### config.mk
export PLATFORM = sky130hd
export DESIGN_NAME = annexb_to_length_prefixed
export DESIGN_NICKNAME = d
export VERILOG_FILES = /design/src/sv/ab2lp_pkg.sv /design/src/sv/ab2lp_parse.sv /design/src/sv/ab2lp_emit.sv /design/src/sv/annexb_to_length_prefixed.sv
export SDC_FILE = /design/constraint.sdc
export NUM_CORES = 1
export LEC_CHECK = 0
export CORE_MARGIN = 3
export CORE_UTILIZATION = 31
export CTS_CLUSTER_SIZE = 10
export DETAILED_ROUTE_END_ITERATION = 8
export DONT_BUFFER_PORTS = 1
export PLACE_DENSITY = 0.49
export SLEW_MARGIN = 10
export SYNTH_ARGS = -nofsm -noshare
export SYNTH_HDL_FRONTEND = slang
export SYNTH_SLANG_ARGS = --single-unit
### constraint.sdc
create_clock -name clk -period 8.4 [get_ports clk]
set_clock_uncertainty 0.15 [all_clocks]
set_input_delay 0.84 -clock clk [delete_from_list [all_inputs] [get_ports clk]]
set_output_delay 0.84 -clock clk [all_outputs]
set_load 0.02 [all_outputs]
### src/sv/ab2lp_pkg.sv
// ab2lp_pkg: shared types and codes for the annex b to length-prefixed converter
// no dependencies
package ab2lp_pkg;

	localparam int unsigned LEN_W = 32;

	localparam logic [1:0] KIND_PAYLOAD    = 2'd0;
	localparam logic [1:0] KIND_UNIT_END   = 2'd1;
	localparam logic [1:0] KIND_PACKET_END = 2'd2;

	localparam logic [1:0] HOLD_FULL = 2'd3;

	localparam logic [7:0] BYTE_ZERO = 8'h00;
	localparam logic [7:0] BYTE_ONE  = 8'h01;

	typedef struct packed {
		logic [7:0] data_byte;
		logic       packet_last;
	} in_item_t;

	typedef struct packed {
		logic [1:0]       record_kind;
		logic [7:0]       payload_byte;
		logic [LEN_W-1:0] unit_length;
		logic             run_last;
	} out_item_t;

	// everything one input byte produces, in emission order:
	// unit-end record, held zeros, the byte itself, packet-end record
	typedef struct packed {
		logic             ue;
		logic [LEN_W-1:0] ue_len;
		logic [2:0]       nzero;
		logic             byte_v;
		logic [7:0]       byte_val;
		logic             pe;
		logic [LEN_W-1:0] pe_len;
	} desc_t;

endpackage

### src/sv/ab2lp_parse.sv
// ab2lp_parse: start code detection, zero hold and unit length count
// depends on ab2lp_pkg
module ab2lp_parse (
	input  logic                clk,
	input  logic                arst_n,
	input  logic                accept,
	input  ab2lp_pkg::in_item_t item,
	output ab2lp_pkg::desc_t    desc,
	output logic                desc_any
);

	logic [1:0]                  hold_q;
	logic                        inside_q;
	logic [ab2lp_pkg::LEN_W-1:0] count_q;

	logic                        is_sc;
	logic                        is_zero;
	logic [1:0]                  hold_mid;
	logic [1:0]                  z_main;
	logic [2:0]                  z_total;
	logic [2:0]                  added;
	logic                        inside_mid;
	logic [ab2lp_pkg::LEN_W:0]   sum;
	logic [ab2lp_pkg::LEN_W-1:0] count_mid;

	always_comb begin
		is_sc   = (item.data_byte == ab2lp_pkg::BYTE_ONE) && (hold_q >= 2'd2);
		is_zero = (item.data_byte == ab2lp_pkg::BYTE_ZERO);

		// zeros released by this byte and the hold level that remains
		if (is_sc) begin
			z_main   = 2'd0;
			hold_mid = 2'd0;
		end else if (is_zero) begin
			z_main   = (hold_q == ab2lp_pkg::HOLD_FULL) ? 2'd1 : 2'd0;
			hold_mid = (hold_q == ab2lp_pkg::HOLD_FULL) ? ab2lp_pkg::HOLD_FULL : hold_q + 2'd1;
		end else begin
			z_main   = hold_q;
			hold_mid = 2'd0;
		end

		inside_mid = is_sc | inside_q;

		// packet end flushes whatever is still held
		z_total = {1'b0, z_main} + (item.packet_last ? {1'b0, hold_mid} : 3'd0);
		if (!inside_q)
			z_total = 3'd0;

		desc.ue       = is_sc && inside_q && (count_q != '0);
		desc.ue_len   = count_q;
		desc.nzero    = z_total;
		desc.byte_v   = !is_sc && !is_zero && inside_q;
		desc.byte_val = item.data_byte;

		added = z_total + {2'b00, desc.byte_v};
		sum   = {1'b0, count_q} + {{(ab2lp_pkg::LEN_W-2){1'b0}}, added};
		if (is_sc)
			count_mid = '0;
		else if (sum[ab2lp_pkg::LEN_W])
			count_mid = '1;
		else
			count_mid = sum[ab2lp_pkg::LEN_W-1:0];

		desc.pe     = item.packet_last;
		desc.pe_len = inside_mid ? count_mid : '0;

		desc_any = desc.ue || (desc.nzero != 3'd0) || desc.byte_v || desc.pe;
	end

	always_ff @(posedge clk or negedge arst_n) begin
		if (!arst_n) begin
			hold_q   <= 2'd0;
			inside_q <= 1'b0;
			count_q  <= '0;
		end else if (accept) begin
			if (item.packet_last) begin
				hold_q   <= 2'd0;
				inside_q <= 1'b0;
				count_q  <= '0;
			end else begin
				hold_q   <= hold_mid;
				inside_q <= inside_mid;
				count_q  <= count_mid;
			end
		end
	end

endmodule

### src/sv/ab2lp_emit.sv
// ab2lp_emit: holds one byte's pending results and sends them one per cycle while the output is not stalled
// depends on ab2lp_pkg
module ab2lp_emit (
	input  logic                 clk,
	input  logic                 arst_n,
	input  logic                 load,
	input  ab2lp_pkg::desc_t     desc,
	output logic                 free,
	output logic                 result_valid,
	input  logic                 result_ready,
	output ab2lp_pkg::out_item_t result
);

	ab2lp_pkg::desc_t    desc_q;
	ab2lp_pkg::desc_t    rest;
	ab2lp_pkg::out_item_t nxt;
	ab2lp_pkg::out_item_t out_q;
	logic                out_valid_q;
	logic                pend;
	logic                rest_any;
	logic                step;

	always_comb begin
		pend = desc_q.ue || (desc_q.nzero != 3'd0) || desc_q.byte_v || desc_q.pe;
		rest = desc_q;
		nxt  = '0;
		if (desc_q.ue) begin
			nxt.record_kind = ab2lp_pkg::KIND_UNIT_END;
			nxt.unit_length = desc_q.ue_len;
			rest.ue         = 1'b0;
		end else if (desc_q.nzero != 3'd0) begin
			nxt.record_kind = ab2lp_pkg::KIND_PAYLOAD;
			rest.nzero      = desc_q.nzero - 3'd1;
		end else if (desc_q.byte_v) begin
			nxt.record_kind  = ab2lp_pkg::KIND_PAYLOAD;
			nxt.payload_byte = desc_q.byte_val;
			rest.byte_v      = 1'b0;
		end else begin
			nxt.record_kind = ab2lp_pkg::KIND_PACKET_END;
			nxt.unit_length = desc_q.pe_len;
			rest.pe         = 1'b0;
		end
		rest_any     = rest.ue || (rest.nzero != 3'd0) || rest.byte_v || rest.pe;
		nxt.run_last = !rest_any;

		step = pend && (!out_valid_q || result_ready);
		// a new request may enter once the last pending result moves out
		free = !pend || (step && !rest_any);
	end

	always_ff @(posedge clk or negedge arst_n) begin
		if (!arst_n) begin
			desc_q <= '0;
		end else if (load) begin
			desc_q <= desc;
		end else if (step) begin
			desc_q <= rest;
		end
	end

	always_ff @(posedge clk or negedge arst_n) begin
		if (!arst_n) begin
			out_valid_q <= 1'b0;
		end else if (step) begin
			out_valid_q <= 1'b1;
		end else if (result_ready) begin
			out_valid_q <= 1'b0;
		end
	end

	always_ff @(posedge clk) begin
		if (step)
			out_q <= nxt;
	end

	assign result_valid = out_valid_q;
	assign result       = out_q;

endmodule

### src/sv/annexb_to_length_prefixed.sv
// Annex B start-code stripper producing length-prefixed units. Takes one byte
// per cycle; each byte yields zero to five results, sent one per cycle through
// a result register while the output is not stalled, so the sustained input
// rate is one byte per cycle when each byte gives at most one result; a byte
// with more holds off the next until the single result register sends them. A unit's
// length arrives as a unit-end record after its bytes, and a packet-end record
// (carrying the final unit's length) follows each packet's last byte.
module annexb_to_length_prefixed (
	input  logic                 clk,
	input  logic                 arst_n,
	input  logic                 item_valid,
	output logic                 item_ready,
	input  ab2lp_pkg::in_item_t  item,
	output logic                 result_valid,
	input  logic                 result_ready,
	output ab2lp_pkg::out_item_t result
);

	ab2lp_pkg::desc_t desc;
	logic             desc_any;
	logic             accept;
	logic             free;

	assign item_ready = free;
	assign accept     = item_valid && free;

	ab2lp_parse u_parse (
		.clk      (clk),
		.arst_n   (arst_n),
		.accept   (accept),
		.item     (item),
		.desc     (desc),
		.desc_any (desc_any)
	);

	ab2lp_emit u_emit (
		.clk          (clk),
		.arst_n       (arst_n),
		.load         (accept && desc_any),
		.desc         (desc),
		.free         (free),
		.result_valid (result_valid),
		.result_ready (result_ready),
		.result       (result)
	);

endmodule

==> results.toml, run 1 <==
[layout]
stdcell_count = 978
final_cell_mix = "dfrtp_1 (114), mux2_4 (60), a22o_1 (49), nor2_1 (45), edfxtp_1 (43)"
area_growth_pct = 8.41
antenna_cells = 0
layout_commonest_cell = "dfrtp_1"
finish.utilization = 0.343
drive_gt1_frac = 0.170
finalNetCount = 658

[floorplanning]
rows = 58
io_pins = 58
die_w_microns = 166
coreArea_sq_um = 25300
die_h_microns = 166
die-area_sq_um = 27700
start_util = 0.316

[placement]
dp.cells = 945
gp_congestion = 0.852
dpl.hpwl_mm = 12.5
io_buffers = 0

[logic_synthesis]
synth_edf_count = 43
synth_top_family_by_area = "compound AO/OA/AOI/OAI gates"
synth-xor-area-share = 0.0219
synthMuxAreaShare = 0.120
synth_ff_type = "dfrtp_1"
synth_cell_types = 69
synthCells = 658
ys.warnings.count = 0
yosysSeqAreaShare = 0.519
syn-num-nets = 681
syn_area_per_cell_sq_um = 12.1
synthSimpleGateAreaFrac = 0.118
ys_async_sr_fraction = 0.726
synth_compound_area_frac = 0.151
synth-adder-area-share = 0.0175
synthesis.area_sq_um = 7990
synth-seq-cells = 157

[clocking]
cts_resized = 0
cts-root-buf = "clkbuf_16"
ctsLongestPathBuffers = 2
cts_buffers = 17
h-tree-depth = 4
post_cts_buffers = 0
clk_latency_ns = 0.42
clk_pin_slew_ns = 0.06
cts_sinks = 157
cts_tree = "built"

[timing]
tns_ns = 0
finalCritPeriodShare = 0.669
fmax_ghz = 0.178
rsz0062_at_grt = "no"
slew_headroom = 0.438
final.min_clock_period_ns = 5.62
final_hold_viol_count = 0
worstMarginPinSlew_ns = 0.842
setup_viol_count_final = 0
hold_ws_ns = 0.201
maxSlewViolCount = 0

[run_status]
status = "finished, final reports clean"

[global_route]
grt_max_degree = 115
grt_pass1_vias = 5321
grt_first_pass_wirelength_mm = 30.8
grtUsageTotal = 0.139
antenna_found_initial = 0
overflow = 0

[setup_path]
crit_path_start_kind = "input port"
worstPathRequired_ns = 8.60
crit_path_end_kind = "flop"
critPathKind = "input port to flop"
crit_arrival_ns = 5.82
crit_fanout = 21
slowest_stage = "or4_1"
path_cells = "nor3_1 -> nand2_1 -> nor2_1 -> nand2_1 -> nor2_1 -> ha_1 -> fa_1 -> and2_1 -> ha_1 -> inv_1 -> fa_1 -> nor2b_1 -> o211ai_2 -> or4_1 -> buf_4 -> a21oi_1 -> a41o_1"
cp_top_family = "simple AND/OR/NAND/NOR gates"
crit_buf_inv = 2
cp_slowest_stage_delay_ns = 1.00

[job]
cap_viol_max_count = 0

[min_path]
worstHoldPathType = "input port to asynchronous set/reset pin"

[routing]
dr.pass1.iters = 5
drt_iter0_drc = 462
viasPerCell = 5.29
wire_per_inst_microns = 19.6
ant_nets = 0
routed_wl_mm = 19.1
dr_total_vias = 5170
drc = 0

[power]
p_per_area_nw_per_um2 = 235
total_power_mw = 2.03
power.leakage_nw = 3.82
vdd_drop_max_uv = 110
-- stage by stage --
stage	worst slack, ns	cell area (sq um)
2_1_floorplan	3.60	7990
3_3_place_gp	2.54	8100
3_5_place_dp	2.39	8100
4_1_cts	2.79	8660
5_1_grt	2.41	8660
6_report	2.78	8660
-- Yosys cell counts (all sizes together), types with 5 or more instances --
master	instances	area [sq um]
nand3	14	70.1
edfxtp	43	1290
a31oi	9	56.3
o31ai	6	45.0
ha	8	100
and3	6	38.8
nand4	9	71.3
a22o	50	439
a21oi	41	213
nor4	12	81.3
o22a	10	87.6
xnor2	16	140
nand2	39	163
nor2	46	173
dfrtp	114	2850
and4	7	65.1
and2	14	88.8
nor2b	5	31.3
buf	29	282
o21ai	13	68.8
mux2i	5	50.1
inv	12	45.0
nor3	15	75.1
clkbuf	21	90.1
a211oi	5	37.5
mux2	61	912
-- where the power goes --
part	switching, mW	internal (mW)
clock network	0.295	0.411
logic	0.212	0.116
registers	0.106	0.890
-- area by class of cell --
| type | count | area [sq um] |
|---|---|---|
| clock buffers | 23 | 458 |
| clock inverters | 9 | 72.6 |
| fillers | 2476 | 16600 |
| inverters | 12 | 45.0 |
| multi-input cells | 439 | 3440 |
| flip-flops and latches | 157 | 4140 |
| well taps | 330 | 413 |
| repair buffers | 8 | 80.1 |
-- metal layers --
metal,track usage,part of all wire,wire (microns)
met5,0,0,0
met3,0.0304,0.047,890
met2,0.219,0.46,8880
met1,0.191,0.47,9000
met4,0.0502,0.019,371
-- registers in the layout, summed over array words and instances, names as in the netlist --
name,cells
u_emit.result_valid,1
u_parse.inside_q,1
u_emit.desc_q,78
u_parse.hold_q,2
u_emit.result,43
u_parse.count_q,32
-- kinds of logic (layout without fill, tap and decap cells) --
| group | Yosys count | after routing |
|---|---|---|
| compound gates | 164 | 164 |
| xor+xnor | 20 | 20 |
| fa+ha+maj | 10 | 10 |
| buf+inv | 62 | 52 |
| flops | 157 | 157 |
| mux | 66 | 66 |
| simple gates | 179 | 179 |
-- timing repair --
item,4_1_cts,5_1_grt
hold buffers,1,0
endpoints found under the setup margin,0,0
hold endpoints to repair,114,0
-- final timing paths --
| check | cells after the start | endpoint | start | slack (ns) |
|---|---|---|---|---|
| max | 17 | u_emit.desc_q[10] | item[2] | 2.78 |
| min | 1 | u_emit.desc_q[69] | arst_n | 0.20 |
| max reg2reg | 13 | u_emit.desc_q[10] | u_parse.hold_q[1] | 3.36 |
| min reg2reg | 1 | u_emit.desc_q[33] | u_emit.desc_q[33] | 0.35 |
| max in group asynchronous | 1 | u_emit.desc_q[73] | arst_n | 7.39 |
| min in group clk | 1 | u_emit.desc_q[33] | u_emit.desc_q[33] | 0.35 |
No activity file was read; power rests on OpenSTA's default activity.
==> run 2, diff against run 1 <==
- clock period: 8.4 -> 5.2 ns (I/O delays scaled with it)
==> run 2 against run 1 <==
Hold slack got worse by 0.17 ns. Flip-flop and latch count did not move. Largest power group unchanged. Sequential power rose by 62%. Count of clock-buffer cells in the layout fell by 6.
==> results.toml, run 2 (synthesis results as in run 1) <==
[power]
power.leakage_nw = 3.89
vdd_drop_max_uv = 224
p_per_area_nw_per_um2 = 386

[layout]
antenna_cells = 0
area_growth_pct = 10.2
finalNetCount = 667
largest_register = "u_emit.desc_q"
largest_reg_flops = 78
drive_gt1_frac = 0.193
final_cell_mix = "dfrtp_1 (114), mux2_4 (60), a22o_1 (49), nor2_1 (45), edfxtp_1 (43)"
layout_commonest_cell = "dfrtp_1"

[global_route]
antenna_found_initial = 0
grt_first_pass_wirelength_mm = 32.1
grtUsageTotal = 0.144
overflow = 0
grt_pass1_vias = 5384
grt_max_degree = 115

[clocking]
h-tree-depth = 4
cts_buffers = 17
clk_latency_ns = 0.42
cts-root-buf = "clkbuf_16"
ctsLongestPathBuffers = 2
clk_pin_slew_ns = 0.07
cts_tree = "built"
post_cts_buffers = 0
cts_sinks = 157

[floorplanning]
die_w_microns = 166
start_util = 0.316
die_h_microns = 166
rows = 58
die-area_sq_um = 27700
coreArea_sq_um = 25300
io_pins = 58

[placement]
pre_cts_ws_ns = -0.211
dpl.hpwl_mm = 12.6
gp_congestion = 0.873
io_buffers = 0

[setup_path]
slowest_stage = "nor4_2"
crit_arrival_ns = 5.10
worstPathRequired_ns = 5.42
cp_slowest_stage_delay_ns = 0.49
crit_fanout = 11
crit_path_end_kind = "flop"
critPathKind = "input port to flop"
crit_top_cell = "nor2_1"
crit_path_start_kind = "input port"
path_cells = "nor4_2 -> nand2_1 -> nor2_1 -> nand2_1 -> nor2_1 -> ha_1 -> fa_1 -> and2_1 -> ha_1 -> inv_1 -> fa_1 -> nor2b_1 -> o211ai_2 -> buf_4 -> nor4_2 -> buf_4 -> nor3_1 -> nor2_1 -> mux2_4"

[routing]
dr.pass1.iters = 5
dr_total_vias = 5232
routed_wl_mm = 19.5
drt_iter0_drc = 441
viasPerCell = 5.30
drc = 0
wire_per_inst_microns = 19.8
ant_nets = 0

[timing]
setup_viol_count_final = 0
tns_ns = 0
slew_headroom = 0.348
final.min_clock_period_ns = 4.89
final_hold_viol_count = 0
worstMarginPinSlew_ns = 0.979
hold_ws_ns = 0.0352
fmax_ghz = 0.205
timing.final.ws_setup_ns = 0.313
maxSlewViolCount = 0
finalCritPeriodShare = 0.940
rsz0062_at_grt = "no"

[run_status]
status = "finished, final reports clean"

[min_path]
worstHoldPathType = "input port to flop"

[job]
cap_viol_max_count = 0
-- run 2: cell types whose count changed in the layout (fill, tap and decap cells not counted), sizes merged --
| cell | previous run | this run |
|---|---|---|
| dlygate4sd3 | 0 | 1 |
| inv | 12 | 18 |
| clkinvlp | 1 | 3 |
| clkinv | 7 | 4 |
| buf | 8 | 16 |
| bufinv | 1 | 2 |
| clkbuf | 23 | 17 |
-- run 2: through the flow --
step	instance area [sq um]	total power [mW]	cells	utilization
finish	8800	3.40	987	0.349
global route	8800	3.57	987	0.349
CTS	8800	3.45	987	0.348
detailed placement	8170	2.16	953	0.324
global placement	8170	2.15	953	0.324
floorplan	7990	2.03	658	-
-- run 2: final timing paths --
check / to / cells past startpoint / from / slack, ns
worst max-delay path: u_emit.desc_q[14] / 19 / item[5] / 0.31
worst min-delay path: u_parse.inside_q / 1 / item[0] / 0.04
worst max register to register: u_emit.desc_q[14] / 17 / u_parse.hold_q[1] / 0.61
worst min register to register: u_emit.desc_q[28] / 1 / u_emit.desc_q[28] / 0.34
max in group asynchronous: u_emit.desc_q[35] / 2 / arst_n / 3.86
min in group asynchronous: u_emit.desc_q[18] / 2 / arst_n / 0.54
-- run 2: final cells by class --
| type | instances | area (sq um) |
|---|---|---|
| fillers | 2502 | 16500 |
| flip-flops and latches | 157 | 4140 |
| multi-input cells | 439 | 3450 |
| clock buffers | 17 | 425 |
| well taps | 330 | 413 |
| repair buffers | 17 | 163 |
| clock inverters | 15 | 161 |
| inverters | 12 | 45.0 |
-- run 2: worst max-delay path: cells and delay by family --
kind	cells	cell delay (ns)
adders and majority gates	4	1.33
AOI/OAI and AO/OA	1	0.19
and+or+nand+nor	10	2.30
muxes	1	0.20
buffers and inverters	3	0.55
-- run 2: timing repair --
item | CTS | global route
endpoints found under the hold margin | 114 | 0
gates resized for setup | 0 | 1
hold buffers | 2 | 0
endpoints found under the setup margin | 0 | 1
-- run 2: where the power goes --
group	internal (mW)	leakage [nW]	switching [mW]
logic	0.191	1.60	0.349
clock network	0.715	0.283	0.534
registers	1.44	2.00	0.174
total	2.34	3.89	1.06
-- run 2: layer usage --
metal	GRT usage	routed length, microns	vias to the layer above
met5	0	0	-
met4	0.0466	325	0
met3	0.0282	847	28
met2	0.226	9050	155
met1	0.203	9300	2630
li1	-	-	2419
==> run 3, diff against run 2 <==
- CORE_UTILIZATION: 31 -> 50
- PLACE_DENSITY: 0.49 -> 0.69
- SYNTH_HIERARCHICAL: default -> 1
==> run 3 against run 2 <==
Final cell count fell by 7.2%. Clock power fell by 3%. Fmax hardly changed. Critical path type unchanged.
==> results.toml, run 3 <==
[layout]
finalNetCount = 715
antenna_cells = 0
drive_gt1_frac = 0.206
area_growth_pct = 9.64
largest_reg_flops = 78
final_cell_mix = "dfrtp_1 (114), mux2_2 (73), a21oi_1 (46), edfxtp_1 (43), a22o_1 (42)"
largest_register = "u_emit/desc_q"
layout_commonest_cell = "dfrtp_1"
fill_cells = 1273

[logic_synthesis]
yosysTopAreaCell = "dfrtp_1"
synth.most_common_cell = "dfrtp_1"
synthesis.area_sq_um = 7960
syn-num-nets = 733
synth_cell_types = 62
synth_edf_count = 43
synthCells = 710
yosysSeqAreaShare = 0.521
synth_ff_type = "dfrtp_1"
syn_area_per_cell_sq_um = 11.2
ys.warnings.count = 6
synth_top_area_frac = 0.359
synth-seq-cells = 157
ys_async_sr_fraction = 0.726
ys_top_cells_by_count = "dfrtp_1 (114), mux2_2 (73), a21oi_1 (47)"
ys_top_cells_by_area = "dfrtp_1 (36%), edfxtp_1 (16%), mux2_2 (10%)"

[setup_path]
crit_top_cell = "fa_1"
worstPathRequired_ns = 5.41
path_cells = "or4_1 -> or2_2 -> nor4_1 -> fa_1 -> and2_1 -> ha_1 -> inv_1 -> fa_1 -> nor2b_1 -> o2111ai_2 -> or4_4 -> buf_12 -> a21oi_1 -> mux2_2"
slowest_stage = "or4_4"
critPathKind = "input port to flop"
crit_path_start = "item[8]"
worstReg2RegStart = "u_parse/hold_q[1]"
cp_slowest_stage_delay_ns = 0.70
crit_path_end_kind = "flop"
crit_path_start_kind = "input port"
crit_fanout = 24
crit_arrival_ns = 5.09

[power]
power.leakage_nw = 3.66
vdd_drop_max_uv = 229
p_per_area_nw_per_um2 = 417
total_power_mw = 3.64

[timing]
final.min_clock_period_ns = 4.88
hold_ws_ns = 0.0463
fmax_ghz = 0.205
maxSlewViolCount = 0
setup_viol_count_final = 0
finalCritPeriodShare = 0.939
final_hold_viol_count = 0
rsz0062_at_grt = "no"
timing.final.ws_setup_ns = 0.318
worstMarginPinSlew_ns = 1.05
slew_headroom = 0.291

[global_route]
antenna_found_initial = 0
grt_pass1_vias = 5772
grt_max_degree = 115
grt_first_pass_wirelength_mm = 29.3
overflow = 0
grtUsageTotal = 0.205

[routing]
drt_iter0_drc = 540
drc = 0
dr_total_vias = 5640
viasPerCell = 6.16
routed_wl_mm = 17.6
ant_nets = 0
wire_per_inst_microns = 19.2
dr.pass1.iters = 5

[clocking]
cts_buffers = 17
h-tree-depth = 4
cts_sinks = 157
cts-root-buf = "clkbuf_16"
cts_tree = "built"
clk_latency_ns = 0.42
ctsLongestPathBuffers = 2
clk_pin_slew_ns = 0.06

[job]
cap_viol_max_count = 0

[floorplanning]
rows = 45
die-area_sq_um = 17500
coreArea_sq_um = 15400
die_w_microns = 132
io_pins = 58
start_util = 0.518
die_h_microns = 132

[placement]
pre_cts_ws_ns = -0.0337
dpl.hpwl_mm = 11.4
gp_congestion = 0.866
io_buffers = 0

[run_status]
status = "finished, final reports clean"

[min_path]
min_from = "item[0]"
worstHoldPathType = "input port to flop"
[run 3: changes by cell type in the layout (fill, tap and decap cells not counted), moves of 10 or more]
cell     before  now
mux2_2        1   73
mux2_4       60    0
o21ai_0      11   37
nor2_1       45   28
and3_1        5   15
a21o_1        1   12
[run 3: where the power goes]
group	switching, mW	internal, mW	total [mW]	leakage [nW]
clock	0.481	0.730	1.21	0.264
sequential	0.243	1.51	1.75	2.00
combinational	0.460	0.214	0.674	1.39
[run 3: kinds of logic (layout without fill, tap and decap cells)]
group                      after synthesis  in the layout  share of synthesized area
AOI/OAI and AO/OA                      183            183                      0.156
and+or+nand+nor                        179            179                      0.123
DFF                                    157            157                      0.521
buffers and inverters                   79             74                     0.0481
muxes                                   73             73                      0.103
xor gates and xnor gates                29             29                     0.0319
adders and majority gates               10             10                     0.0176
[run 3: through the flow]
stage          setup TNS [ns]   util  cells  cell area (sq um)
2_1_floorplan               0      -    710               7960
3_3_place_gp                0  0.527    882               8110
3_5_place_dp           -0.307  0.527    882               8110
4_1_cts                     0  0.567    916               8720
5_1_grt                     0  0.567    916               8720
6_report                    0  0.567    916               8720
[run 3: critical path: cells and delay by family]
family,cells,cell delay [ns]
AOI/OAI and AO/OA,2,0.39
adders and majority gates,3,1.25
buffers and inverters,2,0.26
and+or+nand+nor,6,2.48
muxes,1,0.17
[run 3: path summary, 6_finish.rpt]
check,endpoint,slack [ns],cells after the start
min reg2reg,u_emit/desc_q[51],0.36,1
min,u_parse/inside_q,0.05,1
max,u_emit/desc_q[22],0.32,14
min in group asynchronous,u_emit/desc_q[17],0.51,2
max in group asynchronous,u_emit/desc_q[33],3.89,2
max reg2reg,u_emit/desc_q[22],0.87,14
[run 3: timing repair]
item                                   CTS  global route
endpoints found under the hold margin  114             0
hold buffers                             2             0
setup buffers                            0             0
resized for setup                        0             0
[run 3: area by class of cell]
type	count	area, sq um	area share
inverter	16	60.1	0.00689
timing repair buffer	26	230	0.0264
clock inverter	10	115	0.0132
clock buffer	22	464	0.0532
sequential	157	4140	0.475
tap	211	264	0.0303
multi-input combinational	474	3440	0.395
[run 3: routing by layer]
metal	wire, microns	global-route usage	up-vias
li1	-	-	2584
met1	7830	0.279	2828
met2	8430	0.323	186
met3	934	0.0492	42
met4	366	0.0741	0
met5	0	0	-
